## src/hdl/assert_macros.svh

```systemverilog
// Assertion macros shared by the RTL of the distance block.
`ifndef ASSERT_MACROS_SVH
`define ASSERT_MACROS_SVH
`ifndef SYNTHESIS
`define ASSERT_ALWAYS(label, clk, rst, expr) \
   label: assert property (@(posedge clk) disable iff (rst) (expr)) \
      else $error("assertion failed");
`define ASSERT_IMPLY(label, clk, rst, cond, expr) \
   label: assert property (@(posedge clk) disable iff (rst) (cond) |-> (expr)) \
      else $error("assertion failed");
`else
`define ASSERT_ALWAYS(label, clk, rst, expr)
`define ASSERT_IMPLY(label, clk, rst, cond, expr)
`endif
`endif

```

## src/hdl/adef_pkg.sv

```systemverilog
// Package with the fixed field widths and limits of the distance block.
`timescale 1ns / 1ps
package adef_pkg;
   localparam int unsigned DIST_WIDTH = 16;
   localparam int unsigned THR_WIDTH = 16;
   localparam logic [DIST_WIDTH-1:0] DIST_MAX = 16'hFFFF;
endpackage

```

## src/hdl/approx_distance_exact_fallback.sv

```systemverilog
// Top level of the pipelined octagonal distance estimator with exact fallback.
`timescale 1ns / 1ps
`include "assert_macros.svh"

// The block takes one beat in every clock cycle and returns its result, in the
// same order, from the output register at the end of the pipeline on a
// one-cycle strobe; the receiver cannot hold results off and needs none.
// The pipeline consists of the integer square root, which produces one root bit
// per pipeline stage over COORD_WIDTH + 1 stages, plus four stages for the
// magnitudes, the squares, the sum and the output register.
// Busy is high only while reset is asserted.
module approx_distance_exact_fallback #(
   parameter int unsigned COORD_WIDTH = 16
) (
   input  logic                                 clock,
   input  logic                                 reset,
   input  logic                                 start,
   output logic                                 busy,
   input  logic signed [COORD_WIDTH-1:0]        req_offset_x,
   input  logic signed [COORD_WIDTH-1:0]        req_offset_y,
   input  logic [adef_pkg::THR_WIDTH-1:0]       req_exact_below,
   output logic                                 strobe,
   output logic [adef_pkg::DIST_WIDTH-1:0]      rsp_distance,
   output logic                                 rsp_exact_used
);
   localparam int unsigned MW = COORD_WIDTH;
   localparam int unsigned SQW = 2 * MW;
   localparam int unsigned SUMW = 2 * MW + 1;
   localparam int unsigned RW = MW + 1;
   localparam int unsigned RADW = 2 * RW;
   localparam int unsigned REMW = RW + 2;
   localparam int unsigned EW = MW + 2;
   localparam int unsigned RESW = (EW > adef_pkg::DIST_WIDTH) ? EW : adef_pkg::DIST_WIDTH + 1;
   localparam int unsigned LAT = RW + 4;
   localparam int unsigned TW = adef_pkg::THR_WIDTH;

   logic accept;
   logic zero_thr_beat;
   logic exact_beat;

   logic          s1_vld_ff;
   logic [MW-1:0] mag_x_ff, mag_x_in;
   logic [MW-1:0] mag_y_ff, mag_y_in;
   logic [TW-1:0] s1_thr_ff;

   logic           s2_vld_ff;
   logic [SQW-1:0] sq_x_ff, sq_x_in;
   logic [SQW-1:0] sq_y_ff, sq_y_in;
   logic [EW-1:0]  est0_ff, est0_in;
   logic [TW-1:0]  s2_thr_ff;
   logic [MW-1:0]  big, small_mag;
   logic [MW:0]    two_small, diff;
   logic [MW+2:0]  diff3;
   logic [MW-2:0]  corr;

   logic            vld_ff  [RW+1];
   logic [RADW-1:0] rad_ff  [RW+1];
   logic [REMW-1:0] rem_ff  [RW+1];
   logic [RW-1:0]   root_ff [RW+1];
   logic [EW-1:0]   est_ff  [RW+1];
   logic [TW-1:0]   thr_ff  [RW+1];
   logic [RADW-1:0] rad_in  [RW+1];
   logic [REMW-1:0] rem_in  [RW+1];
   logic [RW-1:0]   root_in [RW+1];
   logic [EW-1:0]   est_in;

   logic                           strobe_ff;
   logic [adef_pkg::DIST_WIDTH-1:0] dist_ff, dist_in;
   logic                           exact_ff, exact_in;
   logic [RESW-1:0]                res_wide;

   assign busy = reset;
   assign accept = start && !busy;

   // Stage 1: magnitudes of the two offsets.
   always_comb begin
      mag_x_in = req_offset_x[MW-1] ? (~req_offset_x[MW-1:0] + MW'(1)) : req_offset_x[MW-1:0];
      mag_y_in = req_offset_y[MW-1] ? (~req_offset_y[MW-1:0] + MW'(1)) : req_offset_y[MW-1:0];
   end

   always_ff @(posedge clock) begin
      if (reset) begin
         s1_vld_ff <= 1'b0;
      end else begin
         s1_vld_ff <= accept;
      end
      mag_x_ff  <= mag_x_in;
      mag_y_ff  <= mag_y_in;
      s1_thr_ff <= req_exact_below;
   end

   // Stage 2: squares and the raw octagonal estimate.
   always_comb begin
      sq_x_in = SQW'(mag_x_ff) * SQW'(mag_x_ff);
      sq_y_in = SQW'(mag_y_ff) * SQW'(mag_y_ff);
      if (mag_x_ff < mag_y_ff) begin
         big       = mag_y_ff;
         small_mag = mag_x_ff;
      end else begin
         big       = mag_x_ff;
         small_mag = mag_y_ff;
      end
      two_small = {small_mag, 1'b0};
      diff      = two_small - {1'b0, big};
      diff3     = {1'b0, diff, 1'b0} + {2'b00, diff};
      corr      = (two_small > {1'b0, big}) ? diff3[MW+2:4] : '0;
      est0_in   = EW'(big) + EW'(small_mag[MW-1:2]) + EW'(corr);
   end

   always_ff @(posedge clock) begin
      if (reset) begin
         s2_vld_ff <= 1'b0;
      end else begin
         s2_vld_ff <= s1_vld_ff;
      end
      sq_x_ff   <= sq_x_in;
      sq_y_ff   <= sq_y_in;
      est0_ff   <= est0_in;
      s2_thr_ff <= s1_thr_ff;
   end

   // Stage 3: sum of squares and the scaled estimate.
   always_comb begin
      rad_in[0]  = RADW'(SUMW'(sq_x_ff) + SUMW'(sq_y_ff));
      rem_in[0]  = '0;
      root_in[0] = '0;
      est_in     = est0_ff - (est0_ff >> 6);
   end

   always_ff @(posedge clock) begin
      if (reset) begin
         vld_ff[0] <= 1'b0;
      end else begin
         vld_ff[0] <= s2_vld_ff;
      end
      rad_ff[0]  <= rad_in[0];
      rem_ff[0]  <= rem_in[0];
      root_ff[0] <= root_in[0];
      est_ff[0]  <= est_in;
      thr_ff[0]  <= s2_thr_ff;
   end

   // Square root stages, one root bit per stage.
   for (genvar k = 0; k < RW; k++) begin : g_sqrt
      logic [REMW-1:0] cur;
      logic [REMW-1:0] trial;
      logic            take;

      always_comb begin
         cur   = {rem_ff[k][REMW-3:0], rad_ff[k][RADW-1 -: 2]};
         trial = {root_ff[k], 2'b01};
         take  = (cur >= trial);
         rad_in[k+1]  = {rad_ff[k][RADW-3:0], 2'b00};
         rem_in[k+1]  = take ? (cur - trial) : cur;
         root_in[k+1] = {root_ff[k][RW-2:0], take};
      end

      always_ff @(posedge clock) begin
         if (reset) begin
            vld_ff[k+1] <= 1'b0;
         end else begin
            vld_ff[k+1] <= vld_ff[k];
         end
         rad_ff[k+1]  <= rad_in[k+1];
         rem_ff[k+1]  <= rem_in[k+1];
         root_ff[k+1] <= root_in[k+1];
         est_ff[k+1]  <= est_ff[k];
         thr_ff[k+1]  <= thr_ff[k];
      end
   end

   // Output stage: pick the path and saturate.
   always_comb begin
      exact_in = (RESW'(est_ff[RW]) < RESW'(thr_ff[RW]));
      res_wide = exact_in ? RESW'(root_ff[RW]) : RESW'(est_ff[RW]);
      dist_in  = (res_wide > RESW'(adef_pkg::DIST_MAX)) ?
                 adef_pkg::DIST_MAX : res_wide[adef_pkg::DIST_WIDTH-1:0];
   end

   always_ff @(posedge clock) begin
      if (reset) begin
         strobe_ff <= 1'b0;
      end else begin
         strobe_ff <= vld_ff[RW];
      end
      dist_ff  <= dist_in;
      exact_ff <= exact_in;
   end

   assign strobe         = strobe_ff;
   assign rsp_distance   = dist_ff;
   assign rsp_exact_used = exact_ff;

   assign zero_thr_beat = accept && (req_exact_below == '0);
   assign exact_beat    = strobe && rsp_exact_used;

   `ASSERT_ALWAYS(a_strobe_latency, clock, reset, strobe == $past(accept, LAT))
   `ASSERT_IMPLY(a_zero_thr_approx, clock, reset, zero_thr_beat, ##LAT (strobe && !rsp_exact_used))
   `ASSERT_IMPLY(a_exact_in_range, clock, reset, exact_beat, rsp_distance <= $past(root_ff[RW]))
endmodule
```

## config.mk

```make
export PLATFORM = sky130hd
export DESIGN_NAME = approx_distance_exact_fallback
export DESIGN_NICKNAME = d
export VERILOG_FILES = /design/src/hdl/adef_pkg.sv /design/src/hdl/approx_distance_exact_fallback.sv
export VERILOG_INCLUDE_DIRS = /design/src /design/src/hdl
export SDC_FILE = /design/constraint.sdc
export NUM_CORES = 2
export LEC_CHECK = 0
export BUFFER_PORTS_ARGS = -buffer_cell sky130_fd_sc_hd__buf_4
export CAP_MARGIN = 15
export CORE_AREA = 5 5 316 318
export DETAILED_ROUTE_END_ITERATION = 8
export DIE_AREA = 0 0 321 323
export GPL_ROUTABILITY_DRIVEN = 0
export GPL_TIMING_DRIVEN = 0
export PLACE_DENSITY = 0.86
export SLEW_MARGIN = 25
export SYNTH_ARGS = -nofsm -noshare
export SYNTH_HDL_FRONTEND = slang
export SYNTH_SLANG_ARGS = --single-unit
export TNS_END_PERCENT = 1
```

## constraint.sdc

```tcl
create_clock -name clock -period 9.58 [get_ports clock]
set_input_delay 1.437 -clock clock [delete_from_list [all_inputs] [get_ports clock]]
set_output_delay 1.437 -clock clock [all_outputs]
set_load 0.05 [all_outputs]
```

==> run_results.csv <==
group,metric,value,unit
yosys,synth_top_area_cell,"dfxtp_1",
timing,fin_setup_tns,0,ns
grt,antenna_found_initial,4,
yosys,syn_nets,6487,
status,status,"finished with violations",
yosys,synth.avg_cell_area,10.77,µm²
job,drv_cap,0,
timing,period_minus_slack,9.226,ns
yosys,ys_warn_count,0,
cts,tritoncts,"built",
hold_path,min_path_type,"register to register",
cts,h-tree-depth,4,
cts,clock_latency,0.75,ns
yosys,synth_area_leaders,"dfxtp_1, fa_1, ha_1, inv_1, xnor2_1",
yosys,yosysSeqAreaShare,0.4983,
route,vias,38692,
cts,cts-hold-fix-buffers,0,
timing,layout_worst_path_cycle_share,0.9630,
critical_path,worstSetupPathType,"register to register",
grt,grt_pass1_wl,202800,µm
timing,setup_violations,0,
critical_path,critical_path.startpoint_type,"register",
yosys,synth_enable_flop_cells,0,
timing,fin_worst_skew,0.03398,ns
yosys,synth_seq_cells,1501,
floorplan,dieArea,0.1037,mm²
route,drcViolationCount,1,
grt,grt_pass1_vias,41334,
critical_path,cp-end-kind,"register",
route,wl_per_cell,17.15,µm
yosys,synth_cell_types,78,
finish,num_antenna_cells,0,
floorplan,die_h,323,µm
route,vias_per_cell,5.384,
finish,syn_to_final_growth,11.60,%
yosys,synth_ff_type,"dfxtp_1",
critical_path,cpMaxStageDelayCell,"dfxtp_2",
route,wl_met2,62080,µm
cts,cts_root_buffer,"clkbuf_16",
timing,hold_viol,0,
hold_path,hold_start,"thr_ff[11][12]",
cts,cts.sink_count,1501,
critical_path,cp_max_fo,11,
floorplan,num_rows,114,
timing,slew_headroom,0.3247,
status,violations,"DRC",
cts,cts_buffers,137,
place,place_hpwl,85000,µm
critical_path,cp.required,10.20,ns
finish,postLayoutCellArea,0.06729,mm²
route,drt-met1-wl,44970,µm
place,postPlaceCellArea,0.06241,mm²
floorplan,die-width,321,µm
yosys,netlist_area,0.06030,mm²
critical_path,r2r_end,"est0_ff[15]",
route,highest_layer,"met5",
critical_path,reg2reg_depth,38,
finish,final_util,0.6989,
timing,tightest_slew,0.9874,ns
cts,clkSlewWorstSetupHoldPaths,0.07,ns
place,port-buffer-count,69,
timing,fmax,108.4,MHz
yosys,syn_inst,5601,
grt,grt_start_max_net_pins,17,
critical_path,max_stage_delay,0.57,ns
route,first_iter_violations,2786,
critical_path,reg2reg_slack,0.35,ns
finish,fill_cells,6340,
critical_path,worstPathArrival,9.84,ns
yosys,synth-async-reset-ratio,0,
grt,track_usage,0.2407,
floorplan,start_util,0.6263,
grt,grt_overflow,0,
route,routed_wl,123200,µm
finish,drive_gt1_frac,0.06632,
critical_path,timing.rr.start,"mag_y_ff[12]",
floorplan,core,0.09628,mm²
hold_path,min_to,"thr_ff[12][12]",
cts,clk_path_buf_depth,3,
timing,hold_ws,0.3141,ns
hold_path,min_path_cells,0,
floorplan,ios,70,
route,route.met3.wl,7723,µm
yosys,synth_top_cell_area_share,0.4983,
timing,drv_slew,0,
route,first_pass_iters,9,
finish,nets,6694,
route,final_antenna_net_count,0,
## placed cells by master, fill, tap and decap left out, types with 59 or more instances in the layout
master	synthesis	routed
nand2_1	312	312
clkbuf_16	0	139
and2_1	59	59
nand2b_1	86	86
xor2_1	107	107
o21ai_0	186	181
nor2b_1	60	60
buf_4	1	77
clkbuf_1	85	95
ha_1	494	494
dfxtp_1	1501	1491
a21o_1	116	116
xnor2_1	227	225
nor3_1	99	98
a21oi_1	262	258
inv_1	806	806
nor2_1	366	364
fa_1	341	341
## worst max-delay path by stage
stage,end,from,slack [ns]
detailed placement,est0_ff[15],mag_y_ff[4],-1.96
global route,est0_ff[14],mag_y_ff[11],-0.04
global placement,est0_ff[15],mag_y_ff[4],-1.79
floorplan,est0_ff[15],mag_y_ff[4],1.18
finish,est0_ff[15],mag_y_ff[12],0.35
CTS,est0_ff[16],mag_y_ff[4],0.008
## area by class of cell
type / count / area (µm²) / area share
plain buffers: 90 / 380.4 / 0.005653
clock buffers: 193 / 3951 / 0.05872
clock inverters: 49 / 733.2 / 0.01090
inverters: 818 / 3084 / 0.04583
multi-input cells: 3185 / 26920 / 0.4000
flip-flops and latches: 1501 / 30070 / 0.4468
well taps: 1276 / 1597 / 0.02373
repair buffers: 75 / 563.0 / 0.008367
## synthesized netlist by cell type (12+ instances only)
master    number
and2_1        59
nand2_1      312
inv_1        806
xnor2_1      227
nor3_1        99
ha_1         494
a211oi_1      17
or3_1         33
nor2b_1       60
a21boi_0      25
o21bai_1      25
or4_1         12
fa_1         341
a21oi_1      262
or2_2         27
o31ai_1       28
nor4_1        20
mux2i_1       13
o21a_1        43
and3_1        21
clkbuf_1      85
nand4_1       29
a21o_1       116
dfxtp_1     1501
nand3_1       47
nor2_1       366
a31oi_1       17
nand2b_1      86
o21ai_0      186
xor2_1       107
## sequential cells by signal (all words and copies together), names as in the netlist, 16 cells and up
register and flops:
est_ff 324, rad_ff 305, thr_ff 288, rem_ff 250
root_ff 153, sq_x_ff 31, sq_y_ff 31, vld_ff 18
est0_ff 17, mag_x_ff 16, mag_y_ff 16, rsp_distance 16
s1_thr_ff 16, s2_thr_ff 16
## cell families after synthesis
| logic type | Yosys count | share of synthesized area |
|---|---|---|
| AO/OA/AOI/OAI | 797 | 0.08219 |
| XOR/XNOR | 334 | 0.04851 |
| adder cells (fa/ha/maj) | 837 | 0.2161 |
| buffers and inverters | 915 | 0.05708 |
| flip-flops | 1501 | 0.4983 |
| multiplexers | 22 | 0.003839 |
| other | 1 | 0.00006219 |
| AND/OR/NAND/NOR | 1194 | 0.09392 |
## worst max-delay path: cells and delay by family (launching register included)
| kind | cells | cell delay (ns) |
|---|---|---|
| adders and majority gates | 6 | 2.17 |
| muxes | 1 | 0.39 |
| xor gates and xnor gates | 3 | 0.64 |
| buffers and inverters | 4 | 1.16 |
| AOI/OAI and AO/OA | 17 | 3.18 |
| DFF | 1 | 0.57 |
| and+or+nand+nor | 7 | 1.00 |
## timing repair
item | 4_1_cts | 5_1_grt
pin swaps | 1 | 5
setup endpoints to repair | 13 | 6
resized for setup | 30 | 49
buffers inserted | 1 | 5
endpoints found under the hold margin | 0 | 0
## stage by stage
| step | setup slack [ns] | std cells |
|---|---|---|
| after global routing | -0.04388 | 7187 |
| after global placement | -1.792 | 6946 |
| final | 0.3545 | 7187 |
| after floorplan | 1.183 | 5601 |
| after detailed placement | -1.963 | 6946 |
| after CTS | 0.007811 | 7183 |
## routing by layer
layer,vias up,GRT usage
met5,-,0
met4,2,0.1472
met3,483,0.04774
met2,1412,0.4335
met1,18363,0.2621
li1,18432,-
Power is not shown: default switching activity piles up to over one toggle a cycle in this logic, so the estimate is an artifact.
